[src/rtl/dltq_pkg.sv]
// Package for the delta-list timer queue: sizes, command and status codes,
// controller states and the command/status bundles between controller and datapath.
// No dependencies.
`timescale 1ns / 1ps

package dltq_pkg;

   localparam int MAX_TIMERS = 16;
   localparam int DELAY_BITS = 32;
   localparam int ID_BITS    = 4;
   localparam int TICK_BITS  = 32;
   localparam int POS_BITS   = (MAX_TIMERS > 1) ? $clog2(MAX_TIMERS) : 1;
   localparam int CNT_BITS   = $clog2(MAX_TIMERS + 1);

   typedef enum logic [1:0] {
      CMD_ADD  = 2'd0,
      CMD_DEL  = 2'd1,
      CMD_QRY  = 2'd2,
      CMD_NONE = 2'd3
   } cmd_type;

   typedef enum logic [1:0] {
      ST_OK     = 2'd0,
      ST_DUP    = 2'd1,
      ST_ABSENT = 2'd2
   } status_type;

   typedef enum logic [1:0] {
      S_IDLE,
      S_ADD_WALK,
      S_DEL_FIND,
      S_QRY_WALK
   } state_type;

   typedef struct packed {
      logic       load;        // capture the request
      logic       add_step;    // subtract current delta, advance
      logic       insert;      // insert new entry at cursor
      logic       find_step;   // advance cursor
      logic       remove;      // unlink entry at cursor
      logic       query_step;  // accumulate current delta, advance
      logic       finish;      // load the response registers
      logic       fin_sum;     // response carries the running sum
      status_type fin_code;
   } dp_cmd_type;

   typedef struct packed {
      cmd_type req_cmd;
      logic    req_in_range;
      logic    req_queued;
      logic    add_continue;
      logic    id_match;
   } dp_stat_type;

endpackage

[src/rtl/dltq_ctrl.sv]
// Controller for the delta-list timer queue: sequences add, delete and query walks.
// Depends on dltq_pkg.
`timescale 1ns / 1ps

module dltq_ctrl import dltq_pkg::*; (
   input  logic        clock,
   input  logic        reset,
   input  logic        start,
   input  dp_stat_type stat,
   output dp_cmd_type  cmd,
   output logic        busy
);

   state_type state_ff, state_in;

   always_ff @(posedge clock) begin
      if (reset) begin
         state_ff <= S_IDLE;
      end else begin
         state_ff <= state_in;
      end
   end

   always_comb begin
      state_in = state_ff;
      unique case (state_ff)
         S_IDLE: begin
            if (start) begin
               unique case (stat.req_cmd)
                  CMD_ADD: begin
                     if (stat.req_in_range && !stat.req_queued) state_in = S_ADD_WALK;
                  end
                  CMD_DEL: begin
                     if (stat.req_in_range && stat.req_queued) state_in = S_DEL_FIND;
                  end
                  CMD_QRY: begin
                     if (stat.req_in_range && stat.req_queued) state_in = S_QRY_WALK;
                  end
                  default: state_in = S_IDLE;
               endcase
            end
         end
         S_ADD_WALK: begin
            if (!stat.add_continue) state_in = S_IDLE;
         end
         S_DEL_FIND, S_QRY_WALK: begin
            if (stat.id_match) state_in = S_IDLE;
         end
         default: state_in = S_IDLE;
      endcase
   end

   always_comb begin
      cmd      = '0;
      cmd.fin_code = ST_OK;
      busy     = (state_ff != S_IDLE);
      unique case (state_ff)
         S_IDLE: begin
            if (start) begin
               cmd.load = 1'b1;
               unique case (stat.req_cmd)
                  CMD_ADD: begin
                     if (!stat.req_in_range) begin
                        cmd.finish   = 1'b1;
                        cmd.fin_code = ST_ABSENT;
                     end else if (stat.req_queued) begin
                        cmd.finish   = 1'b1;
                        cmd.fin_code = ST_DUP;
                     end
                  end
                  CMD_DEL, CMD_QRY: begin
                     if (!(stat.req_in_range && stat.req_queued)) begin
                        cmd.finish   = 1'b1;
                        cmd.fin_code = ST_ABSENT;
                     end
                  end
                  default: cmd.finish = 1'b1;
               endcase
            end
         end
         S_ADD_WALK: begin
            if (stat.add_continue) begin
               cmd.add_step = 1'b1;
            end else begin
               cmd.insert = 1'b1;
               cmd.finish = 1'b1;
            end
         end
         S_DEL_FIND: begin
            if (stat.id_match) begin
               cmd.remove = 1'b1;
               cmd.finish = 1'b1;
            end else begin
               cmd.find_step = 1'b1;
            end
         end
         S_QRY_WALK: begin
            if (stat.id_match) begin
               cmd.finish  = 1'b1;
               cmd.fin_sum = 1'b1;
            end else begin
               cmd.query_step = 1'b1;
            end
         end
         default: cmd.finish = 1'b0;
      endcase
   end

endmodule

[config.mk]
export PLATFORM = sky130hd
export DESIGN_NAME = dltq_ctrl
export DESIGN_NICKNAME = d
export VERILOG_FILES = /design/src/rtl/dltq_pkg.sv /design/src/rtl/dltq_ctrl.sv
export SDC_FILE = /design/constraint.sdc
export NUM_CORES = 1
export LEC_CHECK = 0
export ABC_AREA = 0
export BUFFER_PORTS_ARGS = -buffer_cell sky130_fd_sc_hd__clkbuf_2
export CORE_AREA = 2 2 39 41
export DETAILED_ROUTE_END_ITERATION = 10
export DIE_AREA = 0 0 41 43
export GPL_TIMING_DRIVEN = 1
export PLACE_DENSITY = 0.59
export SYNTH_ARGS = -nofsm -noshare
export SYNTH_HDL_FRONTEND = slang
export SYNTH_SLANG_ARGS = --single-unit
export TNS_END_PERCENT = 20
[constraint.sdc]
create_clock -name clock -period 1.7 [get_ports clock]
set_input_delay 0.34 -clock clock [delete_from_list [all_inputs] [get_ports clock]]
set_output_delay 0.34 -clock clock [all_outputs]
set_load 0.005 [all_outputs]
==> key figures, run 1 <==
Power and ir drop
  – Power Total: 0.000297 W
  – VDD IR max: 0.000176 V
  – Pleak: 0.306 nW
  – Power density over the cells: 494 nW/um2

Layout
  – Most frequent cells in the layout: clkbuf_2 (15), buf_4 (10), nor2_1 (8)
  – ANT cells: 0
  – Largest Register: state_ff
  – Finished Core Util: 43.4%
  – Largest regs: state_ff x2
  – Commonest non-fill, non-tap cell in the layout: clkbuf_2
  – Fillers: 149
  – Share of cells above drive strength 1: 58.7%
  – Synthesis-to-layout area growth: 101%
  – Max reg flops: 2
  – Fin nets: 90
  – Post-Layout Cell Count: 91

Clock network
  – # clock sinks: 2
  – CTS tree: built
  – Cts hold-fix bufs: 0
  – H-tree depth: 1
  – Skew-Pair Late Insertion Delay: 0.22 ns
  – Max clock buf depth: 2
  – CTS root buf: clkbuf_4
  – Total CTS buffers: 3
  – Worst-path clk slew: 0.03 ns

Floorplan
  – IO Pins: 20
  – Rows: 14
  – Die area: roughly 1800 um2
  – Die Y: 43 um
  – Initial core utilization: 21.6%
  – Chip Width: 41 um
  – Core area: 1380 um2

Synthesis
  – Syn Inst Count: 42
  – Avg Inst Size Synth: about 7 um2
  – Top-area cell type share of the netlist area: 16.7%
  – Flops & latches, synth: 2
  – Cell variety after synth: 20
  – Sequential share of the synthesized area: between 10% and 20%
  – Mapped Nets: 55
  – Top post-synthesis cells by area: ha_1 (17%), dfxtp_1 (13%), nor2_1 (10%)
  – Ys Warns: 0
  – Cell taking the most area after synthesis: ha_1
  – Synthesized area: around 300 um2

Timing
  – Final Hold Fails: 0
  – Fin crit share: ~98%
  – Fin. max-slew vios: 0
  – Worst slew pin tran: 0.414 ns
  – Setup TNS: 0 ns
  – RSZ-0062 raised after global routing: yes
  – Setup ws final: approximately 0.031 ns
  – Max Clock Freq: 599 MHz
  – Slew Limit Headroom: between 70% and 80%
  – Fin crit period: 1.67 ns
  – Setup violations, final: 0
  – Clk_skew: roughly 0.0035 ns

Setup path
  – Worst EP arrival: 1.33 ns
  – Critical Path Max Stage Delay: 0.23 ns
  – CP Cell Sequence: buf_8 > inv_6 > ha_4 > buf_6 > or2_4 > a21oi_2 > nor3_1 > buf_2
  – Setup CP Type: in -> out
  – Start of the worst register-to-register path: state_ff[1]$_SDFFE_PP0P_
  – CP Data Required Time: roughly 1.4 ns
  – Reg2reg end: state_ff[0]$_SDFFE_PP0P_
  – R2R depth: 3
  – Crit. End Element: output port
  – R2r setup slk: 0.64 ns
  – Worst Setup SP: stat[4]
  – Slowest CP cell: or2_4
  – Crit Path Max Fanout: 2
  – CP startpoint kind: input port

Worst hold path
  – Hold path cells: 2
  – Worst min path class: in -> reg
  – Worst Hold Endpoint: state_ff[1]$_SDFFE_PP0P_
  – Min-Delay Startpoint: reset

Global routing
  – Largest net degree at the start of global routing: 8
  – Initial antenna violation count: 0
  – GRT Resource Usage Total: 12.0%
  – Gr ovfl total: 0
  – First-pass GRT wire length: 1440 um
  – Number of global-route vias before repair: 383

Placement
  – Final Wtd Congestion: 0.707
  – HPWL Detailed: 669 um
  – IO Port Bufs: 19
  – Pre-CTS setup slack: -0.262 ns
  – Placed insts: 84

Routing
  – Drt first pass iters: 4
  – Drt total wl: 969 um
  – Vias per cell: 4.58
  – DR WL/cell: approximately 11 um
  – DRT iter0 DRCs: 5
  – DRT antenna net count: 0
  – Via count: between 400 and 500
  – Residual DRC count: 0

Run
  – Max-cap violations: 0

Status
  – Outcome: finished, final reports clean
-- how the worst max path moves through the flow --
stage              to  slack, ns  cells after the start
4_1_cts        cmd[1]     0.0005                      8
3_5_place_dp   cmd[3]      -0.26                      7
6_report       cmd[1]       0.03                      8
5_1_grt        cmd[3]      -0.01                      7
3_3_place_gp   cmd[3]      -0.17                      7
2_1_floorplan  cmd[3]       0.06                      5
-- worst max-delay path, delay by kind of cell --
family | cells | cell delay (ns)
buf+inv | 4 | 0.38
simple gates | 2 | 0.28
compound gates | 1 | 0.13
fa+ha+maj | 1 | 0.20
-- cells by family after synthesis --
logic type | share of synthesized area [%]
compound gates | 23.0
simple gates | 38.1
buf+inv | 8.78
fa+ha+maj | 16.7
flops | 13.4
-- synthesized netlist by cell type --
cell type / n
nor2_1: 8
inv_1: 6
ha_1: 4
nand2b_1: 3
a21oi_1: 2
dfxtp_1: 2
nand2_1: 2
nor3_1: 2
nor3b_1: 2
a2111oi_0: 1
a211o_1: 1
a311oi_1: 1
inv_2: 1
nand3_1: 1
nor2b_1: 1
nor4b_2: 1
o31ai_1: 1
o32ai_1: 1
o41ai_2: 1
or2_1: 1
-- per-stage QoR --
stage          area (um2)  hold slack [ns]
4_1_cts               528            0.369
5_1_grt               601            0.358
6_report              601            0.366
3_3_place_gp          467            0.599
3_5_place_dp          467            0.599
2_1_floorplan         299            0.436
-- repair_timing --
action | CTS | global route
gates resized for setup | 9 | 13
setup endpoints to repair | 2 | 2
pin swaps | 5 | 6
buffers inserted | 1 | 3
-- where the power goes --
part,internal [W],switching (W)
clock,0.0000780,0.0000282
sequential,0.0000503,0.00000434
combinational,0.0000750,0.0000610
-- routing by layer --
layer	track usage [%]	vias to the layer above	wire (um)
li1	-	213	-
met1	10.8	190	371
met2	22.2	14	559
met3	3.14	0	39
met4	6.00	0	0
met5	0	-	0
-- final cells by class --
cell class | instances | area (um2) | area share [%]
sequential | 2 | 40.0 | 6.67
multi-input combinational | 33 | 280 | 46.7
tap | 16 | 20.0 | 3.33
timing repair buffer | 30 | 201 | 33.5
clock buffer | 3 | 22.5 | 3.75
inverter | 7 | 36.3 | 6.04
Power figures use the tool's default switching activity.
==> run 2, diff against run 1 <==
- clock period: 1.7 -> 2.1 ns (I/O delays scaled with it)
==> run 2 against run 1 <==
Net effect:
- worst setup slack gained 0.13 ns
- power is 31% lower
- critical endpoint unchanged
- combinational power fell by 45%
- register-to-register slack improved by 0.37 ns
- critical path type unchanged
- core utilization fell by 9.8 points
- sequential power down 19%
==> key figures, run 2 (synthesis gave the netlist of run 1 again) <==
Setup path
  – Start of the worst register-to-register path: state_ff[0]$_SDFFE_PP0P_
  – R2R depth: 3
  – Reg2reg end: state_ff[0]$_SDFFE_PP0P_
  – CP startpoint kind: input port
  – Setup CP Type: in -> out
  – CP Data Required Time: between 1.5 and 2 ns
  – Worst EP arrival: 1.52 ns
  – R2r setup slk: 1.01 ns
  – Crit Path Max Fanout: 2
  – Crit. End Element: output port

Routing
  – DRT iter0 DRCs: 2
  – Via count: 385
  – DR WL/cell: 9.18 um
  – Residual DRC count: 0
  – Drt total wl: about 760 um
  – Vias per cell: 4.64
  – Drt first pass iters: 3
  – DRT antenna net count: 0

Floorplan
  – Die Y: 43 um
  – Initial core utilization: between 20% and 30%
  – IO Pins: 20
  – Core area: 1380 um2
  – Chip Width: 41 um
  – Rows: 14
  – Die area: 1760 um2

Timing
  – Setup TNS: 0 ns
  – Setup ws final: ~0.16 ns
  – Slew Limit Headroom: 72.8%
  – Worst Hold Slack: 0.435 ns
  – Clk_skew: 0.00211 ns
  – Fin crit period: 1.94 ns
  – Max Clock Freq: 515 MHz
  – Final Hold Fails: 0
  – Worst slew pin tran: 0.405 ns
  – Fin. max-slew vios: 0
  – Fin crit share: 92.5%
  – RSZ-0062 raised after global routing: no
  – Setup violations, final: 0

Placement
  – Pre-CTS setup slack: between 0.02 and 0.03 ns
  – Final Wtd Congestion: roughly 0.65
  – IO Port Bufs: 19
  – HPWL Detailed: roughly 630 um

Clock network
  – Setup repair bufs after CTS: 0
  – Worst-path clk slew: 0.03 ns
  – # clock sinks: 2
  – H-tree depth: 1
  – CTS root buf: clkbuf_4
  – Skew-Pair Late Insertion Delay: 0.23 ns
  – Total CTS buffers: 3
  – Max clock buf depth: 2
  – Post_cts resized: 0
  – CTS tree: built
  – Cts hold-fix bufs: 0

Global routing
  – Gr ovfl total: 0
  – Number of global-route vias before repair: 332
  – First-pass GRT wire length: between 1000 and 1500 um
  – Initial antenna violation count: 0
  – GRT Resource Usage Total: 10.1%
  – Largest net degree at the start of global routing: 8

Layout
  – Max reg flops: 2
  – Largest Register: state_ff
  – Most frequent cells in the layout: clkbuf_2 (19), nor2_1 (8), inv_1 (6)
  – Share of cells above drive strength 1: between 40 and 50%
  – Largest regs: state_ff x2
  – Commonest non-fill, non-tap cell in the layout: clkbuf_2
  – Multi-input gate area: 239 um2
  – Fillers: 154
  – Fin nets: around 80
  – Synthesis-to-layout area growth: 55.6%
  – ANT cells: 0
  – Reg area: between 40 and 50 um2

Worst hold path
  – Hold path cells: 2
  – Min-Delay Startpoint: reset
  – Worst min path class: in -> reg
  – Worst Hold Endpoint: state_ff[1]$_SDFFE_PP0P_

Status
  – Outcome: finished, final reports clean

Power and ir drop
  – Power Total: 0.000204 W
  – Power density over the cells: 439 nW/um2
  – VDD IR max: 0.000133 V
  – Pleak: about 0.25 nW

Run
  – Max-cap violations: 0
## run 2: changes by cell type in the layout (fill, tap and decap cells not counted), moves of 2 or more
cell / delta
buf_2: -2
buf_4: -7
buf_8: -2
clkbuf_2: +4
inv_1: +2
inv_6: -2
## run 2: per-stage QoR
stage          utilization [%]  instance area (um2)  std cells
2_1_floorplan                -                  299         42
3_3_place_gp              31.6                  437         80
5_1_grt                   33.6                  465         83
3_5_place_dp              31.6                  437         80
4_1_cts                   33.2                  459         83
6_report                  33.6                  465         83
## run 2: worst max-delay path by stage
stage / from / end / slack [ns] / cells past startpoint
after floorplan: stat[4] / cmd[3] / 0.30 / 5
after global placement: stat[4] / cmd[3] / 0.03 / 7
after detailed placement: stat[4] / cmd[3] / 0.03 / 7
after CTS: stat[4] / cmd[3] / 0.01 / 7
after global routing: stat[4] / cmd[1] / 0.06 / 8
final: stat[4] / cmd[1] / 0.16 / 8
## run 2: cell type report
class	instances	area share (%)
Clock buffer	3	4.84
Inverter	7	5.65
Multi-Input combinational cell	33	51.3
Sequential cell	2	8.60
Tap cell	16	4.30
Timing Repair Buffer	22	25.3
## run 2: layer usage
metal	wire length [um]	GRT usage (%)	share of wire [%]
met5	0	0	0
met4	14	8.00	1.8
met3	39	1.57	5.1
met2	386	16.9	51
met1	322	10.2	42
## run 2: report_power, final
group	total [W]	internal [W]	switching, W
Clock	0.0000857	0.0000631	0.0000227
Sequential	0.0000443	0.0000407	0.00000356
Combinational	0.0000743	0.0000364	0.0000378
Total	0.000204	0.000140	0.0000641
## run 2: worst max-delay path: stages
cell,delay (ns)
clkbuf_2,0.09
inv_1,0.05
ha_1,0.30
buf_4,0.14
or2_1,0.22
a21oi_1,0.14
nor3_1,0.05
clkbuf_2,0.11
